### config.mk
export PLATFORM = sky130hd
export DESIGN_NAME = sine_table_interpolator_flat
export DESIGN_NICKNAME = d
export VERILOG_FILES = /design/src/sti_pkg.sv /design/src/sti_phase_if.sv /design/src/sti_sine_if.sv /design/src/sine_table_interpolator.sv /design/src/sti_addr_gen.sv /design/src/sti_sample_fetch.sv /design/src/sti_interp.sv /design/src/flat_wrapper.sv
export SDC_FILE = /design/constraint.sdc
export NUM_CORES = 1
export LEC_CHECK = 0
export BUFFER_PORTS_ARGS = -buffer_cell sky130_fd_sc_hd__buf_2
export CAP_MARGIN = 20
export CORE_ASPECT_RATIO = 0.8
export CORE_MARGIN = 2
export CORE_UTILIZATION = 60
export DETAILED_ROUTE_END_ITERATION = 12
export PLACE_DENSITY = 0.77
export SYNTH_ARGS = -nofsm -noshare
export SYNTH_HDL_FRONTEND = slang
export SYNTH_SLANG_ARGS = --single-unit
export TNS_END_PERCENT = 20
### constraint.sdc
create_clock -name clk -period 16.04 [get_ports clk]
set_clock_uncertainty 0.2 [all_clocks]
set_input_delay 0.802 -clock clk [delete_from_list [all_inputs] [get_ports clk]]
set_output_delay 0.802 -clock clk [all_outputs]
set_load 0.01 [all_outputs]
### src/sti_pkg.sv
// ---------------------------------------------------------------------------
// sti_pkg: shared constants and table builder for the sine interpolator
// Field widths, saturation limits and the elaboration-time function that
// computes one quarter-wave sine sample in Q30 integer arithmetic.
// ---------------------------------------------------------------------------
package sti_pkg;

	// word field widths
	localparam int PHASE_W = 32;
	localparam int SINE_W  = 16;
	localparam int FRAC_W  = 24;

	// Q1.15 result limits
	localparam logic signed [SINE_W-1:0] SINE_MAX = 16'sh7FFF;
	localparam logic signed [SINE_W-1:0] SINE_MIN = 16'sh8000;

	// pi/2 in Q30 and the Taylor series setup
	localparam logic [63:0] HALF_PI_Q30  = 64'd1686629713;
	localparam int          TAYLOR_TERMS = 10;
	// (2k)(2k+1) for k = 1..10
	localparam logic [8:0] TAYLOR_DIV [TAYLOR_TERMS] =
		'{9'd6, 9'd20, 9'd42, 9'd72, 9'd110, 9'd156, 9'd210, 9'd272, 9'd342, 9'd420};

	// Magnitude of sample j of a quarter wave of 2^qlog steps:
	// round(sin(j * pi/2 / 2^qlog) * 32768), capped at 32767.
	// Only called with constant arguments, so it folds away at elaboration.
	function automatic logic [SINE_W-1:0] quarter_entry(input logic [11:0] j,
			input int unsigned qlog);
		logic [63:0]        ang;
		logic [63:0]        term;
		logic signed [63:0] sum;
		logic signed [63:0] v;
		ang  = (64'(j) * HALF_PI_Q30) >> qlog;
		term = ang;
		sum  = $signed(ang);
		for (int k = 0; k < TAYLOR_TERMS; k++) begin
			term = (term * ang) >> 30;
			term = (term * ang) >> 30;
			term = term / 64'(TAYLOR_DIV[k]);
			if ((k & 1) == 0) begin
				sum = sum - $signed(term);
			end else begin
				sum = sum + $signed(term);
			end
		end
		if (sum < 0) begin
			sum = 0;
		end
		v = (sum + 64'sd16384) >>> 15;
		if (v > 64'sd32767) begin
			v = 64'sd32767;
		end
		return v[SINE_W-1:0];
	endfunction

endpackage

### src/sti_phase_if.sv
// ---------------------------------------------------------------------------
// sti_phase_if: phase input channel
// Valid/ready channel carrying one signed Q8.24 phase word in turns.
// ---------------------------------------------------------------------------
interface sti_phase_if import sti_pkg::*; ();
	logic                      valid;
	logic                      ready;
	logic signed [PHASE_W-1:0] phase;

	modport source (output valid, output phase, input ready);
	modport sink (input valid, input phase, output ready);
endinterface

### src/sti_sine_if.sv
// ---------------------------------------------------------------------------
// sti_sine_if: sine result channel
// Valid/ready channel carrying one signed Q1.15 sine word.
// ---------------------------------------------------------------------------
interface sti_sine_if import sti_pkg::*; ();
	logic                     valid;
	logic                     ready;
	logic signed [SINE_W-1:0] sine_value;

	modport source (output valid, output sine_value, input ready);
	modport sink (input valid, input sine_value, output ready);
endinterface

### src/sine_table_interpolator.sv
// ---------------------------------------------------------------------------
// sine_table_interpolator: sine of a phase in turns by table interpolation
// Usage:
//   phase_ch carries one signed Q8.24 phase word in turns; only the 24
//   fraction bits matter, negative phases wrap to the same fraction.
//   sine_ch returns one signed Q1.15 sine word for every phase word, in order.
//   The top index bits of the fraction pick two neighboring samples of a
//   TABLE_SIZE-step sine period, the remaining bits weight them linearly.
//   TABLE_SIZE is a power of two. The samples come from a quarter-wave
//   constant table built at elaboration, read twice per word.
// Pipeline: one register per stage (fold, table read, difference, multiply,
//   add/clamp) between an accepted phase word and its sine word.
// Throughput: one word per cycle while sine_ch is ready; the 17 x 16 bit signed
//   multiply (at the default table size) and the table read each own a stage.
// Reset: clears all stage valid bits; the block accepts words right after.
// Stall: when sine_ch is not ready, each stage holds its word and fills
//   bubbles ahead of it; phase_ch.ready drops only once all five stages hold
//   a word. No word is dropped or repeated.
// ---------------------------------------------------------------------------
module sine_table_interpolator import sti_pkg::*; #(
	parameter int TABLE_SIZE = 512
) (
	input  logic        clk,
	input  logic        arst_n,
	sti_phase_if.sink   phase_ch,
	sti_sine_if.source  sine_ch
);
	localparam int IDX_W = $clog2(TABLE_SIZE);
	localparam int R_W   = FRAC_W - IDX_W;

	logic                     v_s1;
	logic [IDX_W-1:0]         fa_s1;
	logic [IDX_W-1:0]         fb_s1;
	logic [R_W-1:0]           r_s1;
	logic                     fetch_ready;
	logic                     v_s3;
	logic signed [SINE_W-1:0] a_s3;
	logic signed [SINE_W:0]   diff_s3;
	logic [R_W-1:0]           r_s3;
	logic                     interp_ready;
	logic                     in_acc;
	logic                     flow_ok;

	// stage 1: index split and fold
	sti_addr_gen #(.TABLE_SIZE(TABLE_SIZE)) u_addr_gen (
		.clk       (clk),
		.arst_n    (arst_n),
		.in_valid  (phase_ch.valid),
		.phase     (phase_ch.phase),
		.in_ready  (phase_ch.ready),
		.v_s1      (v_s1),
		.fa_s1     (fa_s1),
		.fb_s1     (fb_s1),
		.r_s1      (r_s1),
		.out_ready (fetch_ready)
	);

	// stages 2-3: table read and difference
	sti_sample_fetch #(.TABLE_SIZE(TABLE_SIZE)) u_sample_fetch (
		.clk       (clk),
		.arst_n    (arst_n),
		.in_valid  (v_s1),
		.fa        (fa_s1),
		.fb        (fb_s1),
		.r         (r_s1),
		.in_ready  (fetch_ready),
		.v_s3      (v_s3),
		.a_s3      (a_s3),
		.diff_s3   (diff_s3),
		.r_s3      (r_s3),
		.out_ready (interp_ready)
	);

	// stages 4-5: multiply, add, clamp
	sti_interp #(.TABLE_SIZE(TABLE_SIZE)) u_interp (
		.clk       (clk),
		.arst_n    (arst_n),
		.in_valid  (v_s3),
		.a         (a_s3),
		.diff      (diff_s3),
		.r         (r_s3),
		.in_ready  (interp_ready),
		.v_s5      (sine_ch.valid),
		.y_s5      (sine_ch.sine_value),
		.out_ready (sine_ch.ready)
	);

	assign in_acc  = phase_ch.valid && phase_ch.ready && arst_n;
	assign flow_ok = sine_ch.ready && arst_n;

	// a ready receiver never backs up into the input
	a_ready_flow: assert property (@(posedge clk) disable iff (!arst_n)
		sine_ch.ready |-> phase_ch.ready)
		else $error("input stalled while output is ready");

	// with the receiver ready throughout, every accepted word comes out of the pipeline
	a_latency: assert property (@(posedge clk) disable iff (!arst_n)
		($past(in_acc, 5) && $past(flow_ok, 4) && $past(flow_ok, 3) &&
		 $past(flow_ok, 2) && $past(flow_ok, 1)) |-> sine_ch.valid)
		else $error("word missing at pipeline exit");

endmodule

### src/sti_addr_gen.sv
// ---------------------------------------------------------------------------
// sti_addr_gen: phase split and quarter-wave address fold (stage 1)
// Splits the phase fraction into table index and interpolation weight and
// folds both neighbor indexes onto the quarter-wave table with a sign flag.
// ---------------------------------------------------------------------------
module sti_addr_gen import sti_pkg::*; #(
	parameter int TABLE_SIZE = 512
) (
	input  logic                     clk,
	input  logic                     arst_n,
	input  logic                     in_valid,
	input  logic signed [PHASE_W-1:0] phase,
	output logic                     in_ready,
	output logic                     v_s1,
	output logic [$clog2(TABLE_SIZE)-1:0] fa_s1,
	output logic [$clog2(TABLE_SIZE)-1:0] fb_s1,
	output logic [FRAC_W-$clog2(TABLE_SIZE)-1:0] r_s1,
	input  logic                     out_ready
);
	localparam int IDX_W = $clog2(TABLE_SIZE);
	localparam int I_W   = IDX_W + 1;
	localparam int J_W   = IDX_W - 1;
	localparam int R_W   = FRAC_W - IDX_W;
	localparam int QN    = TABLE_SIZE / 4;

	logic           en_s1;
	logic [I_W-1:0] ia;
	logic [I_W-1:0] ib;

	// fold a full-period index onto the quarter wave: {negate, quarter index}
	function automatic logic [J_W:0] fold(input logic [I_W-1:0] i);
		logic [I_W-1:0] m;
		logic           neg;
		if (i <= I_W'(QN)) begin
			m   = i;
			neg = 1'b0;
		end else if (i <= I_W'(2 * QN)) begin
			m   = I_W'(2 * QN) - i;
			neg = 1'b0;
		end else if (i <= I_W'(3 * QN)) begin
			m   = i - I_W'(2 * QN);
			neg = 1'b1;
		end else begin
			m   = I_W'(TABLE_SIZE) - i;
			neg = 1'b1;
		end
		return {neg, m[J_W-1:0]};
	endfunction

	// integer bits of the phase drop out; the fraction wraps by itself
	assign ia = {1'b0, phase[FRAC_W-1 -: IDX_W]};
	assign ib = ia + I_W'(1);

	assign en_s1    = !v_s1 || out_ready;
	assign in_ready = en_s1;

	// stage 1 valid
	always_ff @(posedge clk or negedge arst_n) begin
		if (!arst_n) begin
			v_s1 <= 1'b0;
		end else if (en_s1) begin
			v_s1 <= in_valid;
		end
	end

	// stage 1 payload
	always_ff @(posedge clk) begin
		if (en_s1 && in_valid) begin
			fa_s1 <= fold(ia);
			fb_s1 <= fold(ib);
			r_s1  <= phase[R_W-1:0];
		end
	end

endmodule

### src/sti_sample_fetch.sv
// ---------------------------------------------------------------------------
// sti_sample_fetch: quarter-wave table read and neighbor difference
// Stage 2 reads both neighbor samples and restores their sign, stage 3
// forms the difference used for the interpolation.
// ---------------------------------------------------------------------------
module sti_sample_fetch import sti_pkg::*; #(
	parameter int TABLE_SIZE = 512
) (
	input  logic                     clk,
	input  logic                     arst_n,
	input  logic                     in_valid,
	input  logic [$clog2(TABLE_SIZE)-1:0] fa,
	input  logic [$clog2(TABLE_SIZE)-1:0] fb,
	input  logic [FRAC_W-$clog2(TABLE_SIZE)-1:0] r,
	output logic                     in_ready,
	output logic                     v_s3,
	output logic signed [SINE_W-1:0] a_s3,
	output logic signed [SINE_W:0]   diff_s3,
	output logic [FRAC_W-$clog2(TABLE_SIZE)-1:0] r_s3,
	input  logic                     out_ready
);
	localparam int IDX_W = $clog2(TABLE_SIZE);
	localparam int J_W   = IDX_W - 1;
	localparam int R_W   = FRAC_W - IDX_W;
	localparam int QN    = TABLE_SIZE / 4;
	// largest step between neighbors stays well below this at the default table size
	localparam logic signed [SINE_W:0] STEP_LIMIT = 17'sd4096;

	logic                     en_s2;
	logic                     en_s3;
	logic                     v_s2;
	logic signed [SINE_W-1:0] a_s2;
	logic signed [SINE_W-1:0] b_s2;
	logic [R_W-1:0]           r_s2;
	logic [SINE_W-1:0]        mag_a;
	logic [SINE_W-1:0]        mag_b;
	logic [SINE_W-1:0]        qtab [QN+1];

	// quarter-wave sample table, constant after elaboration
	for (genvar g = 0; g <= QN; g++) begin : g_qtab
		assign qtab[g] = quarter_entry(12'(g), IDX_W - 2);
	end

	assign mag_a = qtab[fa[J_W-1:0]];
	assign mag_b = qtab[fb[J_W-1:0]];

	assign en_s3    = !v_s3 || out_ready;
	assign en_s2    = !v_s2 || en_s3;
	assign in_ready = en_s2;

	// stage valids
	always_ff @(posedge clk or negedge arst_n) begin
		if (!arst_n) begin
			v_s2 <= 1'b0;
			v_s3 <= 1'b0;
		end else begin
			if (en_s2) begin
				v_s2 <= in_valid;
			end
			if (en_s3) begin
				v_s3 <= v_s2;
			end
		end
	end

	// stage 2: signed samples
	always_ff @(posedge clk) begin
		if (en_s2 && in_valid) begin
			a_s2 <= fa[J_W] ? -$signed(mag_a) : $signed(mag_a);
			b_s2 <= fb[J_W] ? -$signed(mag_b) : $signed(mag_b);
			r_s2 <= r;
		end
	end

	// stage 3: neighbor difference
	always_ff @(posedge clk) begin
		if (en_s3 && v_s2) begin
			a_s3    <= a_s2;
			diff_s3 <= (SINE_W+1)'(b_s2) - (SINE_W+1)'(a_s2);
			r_s3    <= r_s2;
		end
	end

	// neighbors of one sampled sine never differ by much
	a_step_small: assert property (@(posedge clk) disable iff (!arst_n)
		v_s3 |-> (diff_s3 < STEP_LIMIT && diff_s3 > -STEP_LIMIT))
		else $error("sample step out of range");

endmodule

### src/sti_interp.sv
// ---------------------------------------------------------------------------
// sti_interp: linear interpolation and output register
// Stage 4 multiplies the neighbor difference by the weight, stage 5 adds
// the floored fraction to the lower sample and saturates to Q1.15.
// ---------------------------------------------------------------------------
module sti_interp import sti_pkg::*; #(
	parameter int TABLE_SIZE = 512
) (
	input  logic                     clk,
	input  logic                     arst_n,
	input  logic                     in_valid,
	input  logic signed [SINE_W-1:0] a,
	input  logic signed [SINE_W:0]   diff,
	input  logic [FRAC_W-$clog2(TABLE_SIZE)-1:0] r,
	output logic                     in_ready,
	output logic                     v_s5,
	output logic signed [SINE_W-1:0] y_s5,
	input  logic                     out_ready
);
	localparam int IDX_W  = $clog2(TABLE_SIZE);
	localparam int R_W    = FRAC_W - IDX_W;
	localparam int PROD_W = SINE_W + 1 + R_W + 1;
	localparam int SUM_W  = SINE_W + 2;

	logic                     en_s4;
	logic                     en_s5;
	logic                     v_s4;
	logic signed [PROD_W-1:0] prod_s4;
	logic signed [SINE_W-1:0] a_s4;
	logic signed [SUM_W-1:0]  q_c;
	logic signed [SUM_W-1:0]  sum_c;
	logic signed [SINE_W-1:0] sat_c;

	assign en_s5    = !v_s5 || out_ready;
	assign en_s4    = !v_s4 || en_s5;
	assign in_ready = en_s4;

	// arithmetic shift floors toward minus infinity
	assign q_c   = SUM_W'(prod_s4 >>> R_W);
	assign sum_c = SUM_W'(a_s4) + q_c;

	// clamp to Q1.15
	always_comb begin
		if (sum_c > SUM_W'(SINE_MAX)) begin
			sat_c = SINE_MAX;
		end else if (sum_c < SUM_W'(SINE_MIN)) begin
			sat_c = SINE_MIN;
		end else begin
			sat_c = sum_c[SINE_W-1:0];
		end
	end

	// stage valids
	always_ff @(posedge clk or negedge arst_n) begin
		if (!arst_n) begin
			v_s4 <= 1'b0;
			v_s5 <= 1'b0;
		end else begin
			if (en_s4) begin
				v_s4 <= in_valid;
			end
			if (en_s5) begin
				v_s5 <= v_s4;
			end
		end
	end

	// stage 4: weighted difference
	always_ff @(posedge clk) begin
		if (en_s4 && in_valid) begin
			prod_s4 <= PROD_W'(diff) * PROD_W'($signed({1'b0, r}));
			a_s4    <= a;
		end
	end

	// stage 5: result word
	always_ff @(posedge clk) begin
		if (en_s5 && v_s4) begin
			y_s5 <= sat_c;
		end
	end

	// interpolated value lies between two table samples, so no clamp fires
	a_no_clamp: assert property (@(posedge clk) disable iff (!arst_n)
		v_s4 |-> (sum_c <= SUM_W'(SINE_MAX) && sum_c >= SUM_W'(SINE_MIN)))
		else $error("interpolation left the sample range");

endmodule

### src/flat_wrapper.sv
// flat-port wrapper written by rule: the top's interface ports become plain ports
module sine_table_interpolator_flat import sti_pkg::*;
#(
	parameter int TABLE_SIZE = 512
)
  (clk, arst_n, phase_ch_valid, phase_ch_phase, phase_ch_ready, sine_ch_valid, sine_ch_sine_value, sine_ch_ready);
  sti_phase_if phase_ch_i ();
  sti_sine_if sine_ch_i ();
  input  logic clk;
  input  logic arst_n;
  input wire logic [$bits(phase_ch_i.valid)-1:0] phase_ch_valid;
  input wire logic [$bits(phase_ch_i.phase)-1:0] phase_ch_phase;
  output wire logic [$bits(phase_ch_i.ready)-1:0] phase_ch_ready;
  output wire logic [$bits(sine_ch_i.valid)-1:0] sine_ch_valid;
  output wire logic [$bits(sine_ch_i.sine_value)-1:0] sine_ch_sine_value;
  input wire logic [$bits(sine_ch_i.ready)-1:0] sine_ch_ready;
  assign phase_ch_i.valid = phase_ch_valid;
  assign phase_ch_i.phase = phase_ch_phase;
  assign phase_ch_ready = phase_ch_i.ready;
  assign sine_ch_valid = sine_ch_i.valid;
  assign sine_ch_sine_value = sine_ch_i.sine_value;
  assign sine_ch_i.ready = sine_ch_ready;
  sine_table_interpolator #(.TABLE_SIZE(TABLE_SIZE)) u_core (.clk(clk), .arst_n(arst_n), .phase_ch(phase_ch_i), .sine_ch(sine_ch_i));
endmodule
==> flow_metrics.tcl, run 1 <==
set metrics [dict create \
    num_rows 64 \
    ys_seq_area_frac 0.239 \
    yosysUniqueCellTypes 90 \
    grt_pass1_vias 17900 \
    cp-end-kind "flip-flop" \
    ys.flop_type "edfxtp_1" \
    clock.fmax_mhz 135 \
    gp_congestion 0.962 \
    clkTransAtPathRegs_ns 0.08 \
    cts.sinks 183 \
    syn-num-nets 2897 \
    critPathArrivalTime_ns 7.39 \
    min_path_type "flip-flop to flip-flop" \
    synthCells 2448 \
    cp_common_cell "fa_1" \
    drv_slew 0 \
    async_flop_share 0.0273 \
    netlist_area_sq_mm 0.0229 \
    die_w_um 223 \
    routed_via_density 6.14 \
    antenna_found_initial 0 \
    cts_buffer_depth 2 \
    start_kind "flip-flop" \
    final_nets 2834 \
    routed-via-count 17800 \
    remaining_drc_errors 0 \
    wl_um 56600 \
    grt-ovfl-total 0 \
    dp_hpwl_um 41500 \
    cts_made_buffers 17 \
    status "finished clean" \
    ys_seq_elements 183 \
    layout-drive-gt1-share 0.0651 \
    die_y_um 179 \
    required_ns 16.04 \
    crit_buf_inv 3 \
    syn_area_per_cell_sq_um 9.37 \
    synth_edf_count 178 \
    path_cells "nand2_1 > fa_1 > fa_1 > inv_1 > fa_1 > fa_1 > fa_1 > inv_1 > fa_1 > inv_1 > ha_1 > a21o_1 > a21o_1 > a21o_1 > or3_1 > a21o_1 > nand4_1 > nand2_1 > a311o_1" \
    cts_root_buf "clkbuf_16" \
    htree_levels 4 \
    cts_resized 0 \
    grt_pass1_wl_um 93200 \
    mostFrequentLayoutCells "inv_1, fa_1, nand2_1" \
    setup_violations 0 \
    io_pins 54 \
    cp_slowest_stage_delay_ns 0.88 \
    yosysWarnings 0 \
    fin_crit_ns 7.39 \
    hold_viol_final 0 \
    drt_pass1_iterations 6 \
    min_period_over_period 0.461 \
    tightest_slew_ns 1.06 \
    initial_core_util 0.604 \
    cts_tree "built" \
    insertion_delay_ns 0.44 \
    critical_path_peak_fanout 17 \
    drtIter0Drc 2036 \
    area_growth_syn_to_layout_pct 4.12 \
    drv_cap 0 \
    crit_family "adder cells" \
    avgRoutedWirePerCell_um 19.6 \
    final_common_cell "inv_1" \
    antenna_cells 0 \
    die-area_sq_mm 0.0398 \
    relSlewSlack 0.292 \
    portBuffers 45 \
    core-area_sq_mm 0.0380 \
    grt_start_max_net_pins 85 \
    grt.total_usage 0.295 \
    antenna_left 0 \
    cpMaxStageDelayCell "edfxtp_1" \
    fin_setup_tns_ns 0 \
    rsz0062_at_grt "no" \
    criticalPathCategory "flip-flop to flip-flop" \
]
layout make-up:
| type | instances | area (sq um) |
|---|---|---|
| Tap cell | 495 | 619 |
| Clock inverter | 15 | 220 |
| Clock buffer | 17 | 425 |
| Sequential cell | 183 | 5470 |
| Timing Repair Buffer | 64 | 383 |
| Inverter | 379 | 1420 |
| Fill cell | 3115 | 14100 |
| Multi-Input combinational cell | 1740 | 15300 |
per-layer routing:
metal  up-vias  routed length (um)  GRT usage
met5         -                   0          0
met4         0                1860      0.100
met3       156                4350     0.0510
met2       817               26500      0.487
met1      8713               23800      0.399
li1       8084                   -          -
through the flow:
step / utilization / hold slack [ns] / setup WS (ns) / std cells / cell area (sq um)
after detailed placement: 0.611 / 0.205 / 8.68 / 2859 / 23200
after CTS: 0.629 / 0.221 / 8.66 / 2892 / 23900
after global placement: 0.611 / 0.204 / 8.85 / 2858 / 23200
after global routing: 0.629 / 0.238 / 8.28 / 2893 / 23900
final: 0.629 / 0.222 / 8.65 / 2893 / 23900
after floorplan: - / 0.200 / 9.52 / 2448 / 22900
cells by family (layout without fill, tap and decap cells):
logic type               after synthesis  in the layout  share of synthesized area
AND/OR/NAND/NOR                      715            715                      0.157
buffers and inverters                525            475                     0.0929
AO/OA/AOI/OAI                        489            489                      0.146
adder cells (fa/ha/maj)              414            414                      0.311
flip-flops                           183            183                      0.239
XOR/XNOR                              95             95                     0.0363
multiplexers                          27             27                     0.0185
synthesized netlist by cell type (7+ instances only):
cell,n,area share
nand2b_1,44,0.012
a311oi_1,18,0.0069
o21ai_0,94,0.021
a21oi_1,113,0.025
buf_1,10,0.0016
nand3_1,23,0.0050
xor2_1,27,0.010
ha_1,153,0.083
buf_4,10,0.0033
xnor2_1,68,0.026
nor2_1,92,0.015
clkbuf_1,83,0.014
a311o_1,8,0.0035
o211ai_1,27,0.0088
mux4_2,12,0.012
o311ai_0,7,0.0027
inv_1,376,0.062
nor3_1,45,0.0098
a211oi_1,22,0.0072
or2_2,14,0.0038
edfxtp_1,178,0.23
a21o_1,31,0.010
a31oi_1,34,0.0093
nand4_1,15,0.0041
buf_2,34,0.0074
mux2i_1,11,0.0048
and2_1,133,0.036
nand2_1,251,0.041
o21a_1,15,0.0049
o221ai_1,14,0.0053
o21bai_1,7,0.0023
fa_1,260,0.23
or3_1,8,0.0022
and3_1,16,0.0044
nor2b_1,32,0.0087
o31ai_1,17,0.0056
worst reg2reg max path: stages, from the launching register on:
cell and delay (ns):
edfxtp_1 0.88, nand2_1 0.31, fa_1 0.81, fa_1 0.45, inv_1 0.32, fa_1 0.50, fa_1 0.47, fa_1 0.57
inv_1 0.06, fa_1 0.53, inv_1 0.04, ha_1 0.35, a21o_1 0.21, a21o_1 0.18, a21o_1 0.19, or3_1 0.32
a21o_1 0.21, nand4_1 0.15, nand2_1 0.06, a311o_1 0.34
worst paths after layout:
check	start	to	slack, ns	cells past startpoint
max	u_core.u_sample_fetch.r_s3[1]$_DFFE_PP_	u_core.u_interp.prod_s4[32]$_DFFE_PP_	8.65	19
min	u_core.u_addr_gen.r_s1[5]$_DFFE_PP_	u_core.u_sample_fetch.r_s2[5]$_DFFE_PP_	0.22	0
max reg2reg	u_core.u_sample_fetch.r_s3[1]$_DFFE_PP_	u_core.u_interp.prod_s4[32]$_DFFE_PP_	8.65	19
min reg2reg	u_core.u_addr_gen.r_s1[5]$_DFFE_PP_	u_core.u_sample_fetch.r_s2[5]$_DFFE_PP_	0.22	0
max in group asynchronous	arst_n	u_core.u_interp.v_s4$_DFFE_PN0P_	15.01	2
min in group asynchronous	arst_n	u_core.u_sample_fetch.v_s3$_DFFE_PN0P_	0.50	2
registers in the layout, summed over array words and instances, names as in the netlist:
register	count
u_core.u_interp.prod_s4	18
u_core.u_sample_fetch.diff_s3	17
u_core.u_interp.a_s4	16
u_core.u_interp.y_s5	16
u_core.u_sample_fetch.a_s2	16
u_core.u_sample_fetch.a_s3	16
u_core.u_sample_fetch.b_s2	16
u_core.u_addr_gen.r_s1	15
u_core.u_sample_fetch.r_s2	15
u_core.u_sample_fetch.r_s3	15
u_core.u_addr_gen.fa_s1	9
u_core.u_addr_gen.fb_s1	9
u_core.u_addr_gen.v_s1	1
u_core.u_interp.v_s4	1
u_core.u_interp.v_s5	1
u_core.u_sample_fetch.v_s2	1
u_core.u_sample_fetch.v_s3	1
repair_timing:
action | 4_1_cts | 5_1_grt
hold buffers | 1 | 0
buffers inserted | 0 | 0
hold endpoints to repair | 5 | 0
Power of run 1 is not shown: default switching activity piles up to over one toggle a cycle in this logic, so the estimate is an artifact.
==> run 2: changes to the inputs <==
==> constraint.sdc (replaced) <==
create_clock -name clk -period 7.5 [get_ports clk]
set_clock_uncertainty 0.2 [all_clocks]
set_input_delay 0.375 -clock clk [delete_from_list [all_inputs] [get_ports clk]]
set_output_delay 0.375 -clock clk [all_outputs]
set_load 0.01 [all_outputs]
==> run 2 against run 1 <==
Wire length down 0.13%. Flip-flop and latch count unchanged. Critical path type unchanged. Worst hold slack worse by 0.17 ns. Largest cell class unchanged. Global-route usage about the same. Sequential share of layout area down 0.27 points. Highest routed layer unchanged.
==> flow_metrics.tcl, run 2 (synthesis results as in run 1) <==
set metrics [dict create \
    status "finished clean" \
    layout-drive-gt1-share 0.0712 \
    maxUsedRoutingLayer "met4" \
    critical_path_peak_fanout 17 \
    fillers 3086 \
    cpMaxStageDelayCell "edfxtp_1" \
    required_ns 7.50 \
    htree_levels 4 \
    clock.fmax_mhz 142 \
    largest_reg_flops 18 \
    cts_root_buf "clkbuf_16" \
    remaining_drc_errors 0 \
    grt.total_usage 0.295 \
    grt_pass1_vias 18000 \
    insertion_delay_ns 0.45 \
    cts_buffer_depth 2 \
    reg_top3 "u_core.u_interp.prod_s4: 18 flops, u_core.u_sample_fetch.diff_s3: 17 flops" \
    portBuffers 45 \
    antenna_left 0 \
    routed_via_density 6.06 \
    dp_hpwl_um 42400 \
    hold_viol_final 0 \
    tightest_slew_ns 1.09 \
    top_register "u_core.u_interp.prod_s4" \
    wl_um 56500 \
    die_y_um 179 \
    final_nets 2867 \
    initial_core_util 0.604 \
    avgRoutedWirePerCell_um 19.3 \
    final_common_cell "inv_1" \
    cts.sinks 183 \
    min_path_type "input pin to asynchronous set/reset pin" \
    drv_cap 0 \
    critPathArrivalTime_ns 7.06 \
    setup_violations 0 \
    die-area_sq_mm 0.0398 \
    core-area_sq_mm 0.0380 \
    clkTransAtPathRegs_ns 0.08 \
    antenna_cells 0 \
    met1Wirelength_um 24000 \
    die_w_um 223 \
    drtIter0Drc 2076 \
    gp_congestion 0.954 \
    relSlewSlack 0.271 \
    grt_pass1_wl_um 93600 \
    postCtsSetupBuffers 0 \
    grt_start_max_net_pins 85 \
    fin_setup_tns_ns 0 \
    drv_slew 0 \
    criticalPathCategory "flip-flop to flip-flop" \
    cp_common_cell "fa_1" \
    drt_pass1_iterations 6 \
    cts_made_buffers 17 \
    io_pins 54 \
    fin_crit_ns 7.05 \
    antenna_found_initial 0 \
    mostFrequentLayoutCells "inv_1, fa_1, nand2_1" \
    cts_tree "built" \
    met2_length_um 26800 \
    cp_slowest_stage_delay_ns 0.85 \
    num_rows 64 \
    start_kind "flip-flop" \
    crit_family "adder cells" \
    path_cells "nand2_1 > fa_1 > fa_1 > fa_1 > inv_1 > fa_1 > fa_1 > inv_1 > fa_1 > inv_1 > ha_1 > a211o_1 > a21o_1 > o21ai_0 > a311o_1 > o211ai_1 > a21o_1 > nand4_1 > and3_1 > a311o_1" \
    min_period_over_period 0.940 \
    crit_buf_inv 3 \
    area_growth_syn_to_layout_pct 5.36 \
    grt-ovfl-total 0 \
    cp-end-kind "flip-flop" \
    rsz0062_at_grt "no" \
    wl_met3_um 4420 \
    routed-via-count 17700 \
]
[run 2: layout make-up]
class                      count  area [sq um]  share of cell area
multi-input combinational   1740         15300               0.635
sequential                   183          5470               0.226
inverter                     379          1420              0.0589
timing repair buffer          97           671              0.0278
tap                          495           619              0.0256
clock buffer                  17           425              0.0176
clock inverter                15           218             0.00901
[run 2: path summary, 6_finish.rpt]
| kind | slack (ns) | depth (start not counted) | end | start |
|---|---|---|---|---|
| worst max register to register | 0.45 | 20 | u_core.u_interp.prod_s4[32]$_DFFE_PP_ | u_core.u_sample_fetch.r_s3[3]$_DFFE_PP_ |
| min in group clk | 0.05 | 4 | u_core.u_interp.v_s4$_DFFE_PN0P_ | sine_ch_ready |
| worst max-delay path | 0.45 | 20 | u_core.u_interp.prod_s4[32]$_DFFE_PP_ | u_core.u_sample_fetch.r_s3[3]$_DFFE_PP_ |
| worst min register to register | 0.22 | 0 | u_core.u_sample_fetch.r_s2[8]$_DFFE_PP_ | u_core.u_addr_gen.r_s1[8]$_DFFE_PP_ |
| worst min-delay path | 0.05 | 2 | u_core.u_sample_fetch.v_s3$_DFFE_PN0P_ | arst_n |
| max in group asynchronous | 6.92 | 2 | u_core.u_interp.v_s4$_DFFE_PN0P_ | arst_n |
[run 2: per-stage QoR]
stage / area, sq um / cells / hold slack, ns / setup slack (ns) / utilization
detailed placement: 23300 / 2876 / -0.00279 / 0.449 / 0.615
global placement: 23300 / 2875 / -0.00936 / 0.576 / 0.614
CTS: 24100 / 2925 / 0.0315 / 0.439 / 0.636
global route: 24200 / 2926 / 0.0674 / 0.163 / 0.637
floorplan: 22900 / 2448 / -0.121 / 0.980 / -
finish: 24200 / 2926 / 0.0470 / 0.447 / 0.637
[run 2: routing by layer]
layer | global-route usage | vias to the layer above
met5 | 0 | -
met4 | 0.0825 | 0
met3 | 0.0477 | 110
met2 | 0.491 | 801
met1 | 0.405 | 8669
li1 | - | 8157
[run 2: repair_timing]
action | CTS | global route
setup endpoints to repair | 0 | 0
endpoints found under the hold margin | 21 | 0
hold buffers | 17 | 0
gates resized for setup | 0 | 0
Power of run 2 is left out for the same reason.
==> run 3: changes to the inputs <==
--- a/config.mk
+++ b/config.mk
@@ -9,9 +9,9 @@
 export CAP_MARGIN = 20
 export CORE_ASPECT_RATIO = 0.8
 export CORE_MARGIN = 2
-export CORE_UTILIZATION = 60
+export CORE_UTILIZATION = 59
 export DETAILED_ROUTE_END_ITERATION = 12
-export PLACE_DENSITY = 0.77
+export PLACE_DENSITY = 0.79
 export SYNTH_ARGS = -nofsm -noshare
 export SYNTH_HDL_FRONTEND = slang
 export SYNTH_SLANG_ARGS = --single-unit
==> constraint.sdc (replaced) <==
create_clock -name clk -period 6.1 [get_ports clk]
set_clock_uncertainty 0.2 [all_clocks]
set_input_delay 0.305 -clock clk [delete_from_list [all_inputs] [get_ports clk]]
set_output_delay 0.305 -clock clk [all_outputs]
set_load 0.01 [all_outputs]
==> run 3 against run 2 <==
The run now ends with negative setup slack left. Flip-flop and latch count did not move. Largest cell class unchanged. Core utilization rose by 3.1 points. Highest routed layer unchanged. Non-clock buffer count rose by 141.
==> flow_metrics.tcl, run 3 (synthesis results as in run 1) <==
set metrics [dict create \
    status "complete, but fails checks" \
    violations "negative setup slack" \
    cpMaxStageDelayCell "fa_2" \
    cts.sinks 183 \
    fin_ws_ns -0.463 \
    start_kind "flip-flop" \
    area_growth_syn_to_layout_pct 11.5 \
    largest_reg_flops 18 \
    initial_core_util 0.599 \
    die_y_um 180 \
    placedCellCount 2988 \
    routed_via_density 6.04 \
    antenna_found_initial 0 \
    grt-ovfl-total 0 \
    grt_use_met1 0.429 \
    reg2reg_to "u_core.u_interp.prod_s4[32]$_DFFE_PP_" \
    dp_hpwl_um 45500 \
    fin_crit_ns 6.56 \
    antenna_left 0 \
    wl_um 60700 \
    gp_congestion 1.00 \
    rsz0062_at_grt "yes" \
    reg_top3 "u_core.u_interp.prod_s4: 18 flops, u_core.u_sample_fetch.diff_s3: 17 flops" \
    min_period_over_period 1.08 \
    cp_common_cell "fa_1" \
    cts_tree "built" \
    drtIter0Drc 1905 \
    routed-via-count 18500 \
    htree_levels 4 \
    r2r_cells 22 \
    clkTransAtPathRegs_ns 0.07 \
    die_w_um 224 \
    cts_made_buffers 17 \
    core-area_sq_mm 0.0383 \
    busiest_layer "met2" \
    cts_buffer_depth 2 \
    grt.total_usage 0.310 \
    portBuffers 45 \
    required_ns 6.08 \
    cp-end-kind "flip-flop" \
    io_pins 54 \
    drv_cap 0 \
    fin_cells 3067 \
    grt_pass1_wl_um 99900 \
    hold_viol_final 0 \
    r2r_slack_ns -0.46 \
    criticalPathCategory "flip-flop to flip-flop" \
    cts_root_buf "clkbuf_16" \
    top_register "u_core.u_interp.prod_s4" \
    crit_family "adder cells" \
    remaining_drc_errors 0 \
    relSlewSlack 0.338 \
    grt_start_max_net_pins 84 \
    grtUsageMet2 0.502 \
    clock.fmax_mhz 152 \
    min_path_type "input pin to asynchronous set/reset pin" \
    antenna_cells 0 \
    tightest_slew_ns 0.987 \
    num_rows 64 \
    drv_slew 0 \
    avgRoutedWirePerCell_um 19.8 \
    final_nets 3008 \
    insertion_delay_ns 0.44 \
    die-area_sq_mm 0.0405 \
    r2r-start "u_core.u_sample_fetch.r_s3[6]$_DFFE_PP_" \
    crit_buf_inv 5 \
    grt_pass1_vias 18900 \
    critPathArrivalTime_ns 6.54 \
    fillers 2886 \
    cp_slowest_stage_delay_ns 0.54 \
    setup_violations 17 \
    grtUsageMet3 0.0554 \
    critical_path_peak_fanout 7 \
    mostFrequentLayoutCells "inv_1, nand2_1, fa_1" \
    critical_path_depth 22 \
    drt_pass1_iterations 6 \
    layout-drive-gt1-share 0.146 \
    final_common_cell "inv_1" \
    path_cells "buf_6 > and2_4 > fa_1 > inv_1 > fa_1 > fa_2 > inv_2 > fa_1 > fa_1 > inv_2 > fa_1 > inv_2 > ha_4 > a211o_1 > a21o_1 > o21ai_2 > a311o_1 > o211ai_1 > a21o_1 > nand4_1 > and3_1 > a311o_1" \
]
[run 3: cell types whose count changed in the layout (fill, tap and decap cells not counted), sizes merged]
cell | previous run | this run
buf | 80 | 221
bufinv | 1 | 0
clkbuf | 17 | 21
clkinv | 9 | 4
clkinvlp | 0 | 4
inv | 384 | 382
[run 3: repair_timing]
action,CTS,global route
setup buffers,22,6
endpoints found under the hold margin,21,0
pin swaps,60,38
gates resized for setup,64,20
hold buffers,17,0
endpoints found under the setup margin,16,17
gates cloned,1,0
[run 3: how the worst max path moves through the flow]
| stage | slack (ns) | end | start |
|---|---|---|---|
| 6_report | -0.46 | u_core.u_interp.prod_s4[32]$_DFFE_PP_ | u_core.u_sample_fetch.r_s3[6]$_DFFE_PP_ |
| 5_1_grt | -0.62 | u_core.u_interp.prod_s4[32]$_DFFE_PP_ | u_core.u_sample_fetch.r_s3[6]$_DFFE_PP_ |
| 4_1_cts | -0.32 | u_core.u_interp.prod_s4[32]$_DFFE_PP_ | u_core.u_sample_fetch.r_s3[5]$_DFFE_PP_ |
| 3_5_place_dp | -0.47 | u_core.u_interp.prod_s4[32]$_DFFE_PP_ | u_core.u_sample_fetch.r_s3[6]$_DFFE_PP_ |
| 3_3_place_gp | -0.28 | u_core.u_interp.prod_s4[32]$_DFFE_PP_ | u_core.u_sample_fetch.r_s3[6]$_DFFE_PP_ |
| 2_1_floorplan | 0.02 | u_core.u_interp.prod_s4[32]$_DFFE_PP_ | u_core.u_sample_fetch.r_s3[4]$_DFFE_PP_ |
[run 3: layer usage]
layer	part of all wire	wire length, um
met5	0	0
met3	0.090	5480
met1	0.41	24800
met2	0.47	28700
met4	0.028	1700
[run 3: layout make-up]
class	count	area (sq um)	area share
Timing Repair Buffer	238	1880	0.0735
Multi-Input combinational cell	1740	15600	0.610
Tap cell	495	619	0.0242
Clock buffer	21	470	0.0184
Sequential cell	183	5470	0.214
Clock inverter	11	109	0.00426
Inverter	379	1430	0.0557
[run 3: per-stage QoR]
step / setup TNS (ns) / hold WS (ns) / util / area (sq um) / setup WS, ns
after floorplan: 0 / -0.191 / - / 23100 / 0.0214
after global placement: -2.10 / -0.0785 / 0.635 / 24300 / -0.280
after detailed placement: -4.19 / -0.0795 / 0.635 / 24300 / -0.474
after CTS: -2.05 / 0.000409 / 0.664 / 25400 / -0.315
after global routing: -7.02 / 0.00435 / 0.668 / 25600 / -0.620
final: -4.24 / 0.00377 / 0.668 / 25600 / -0.463
Power of run 3 is left out for the same reason.
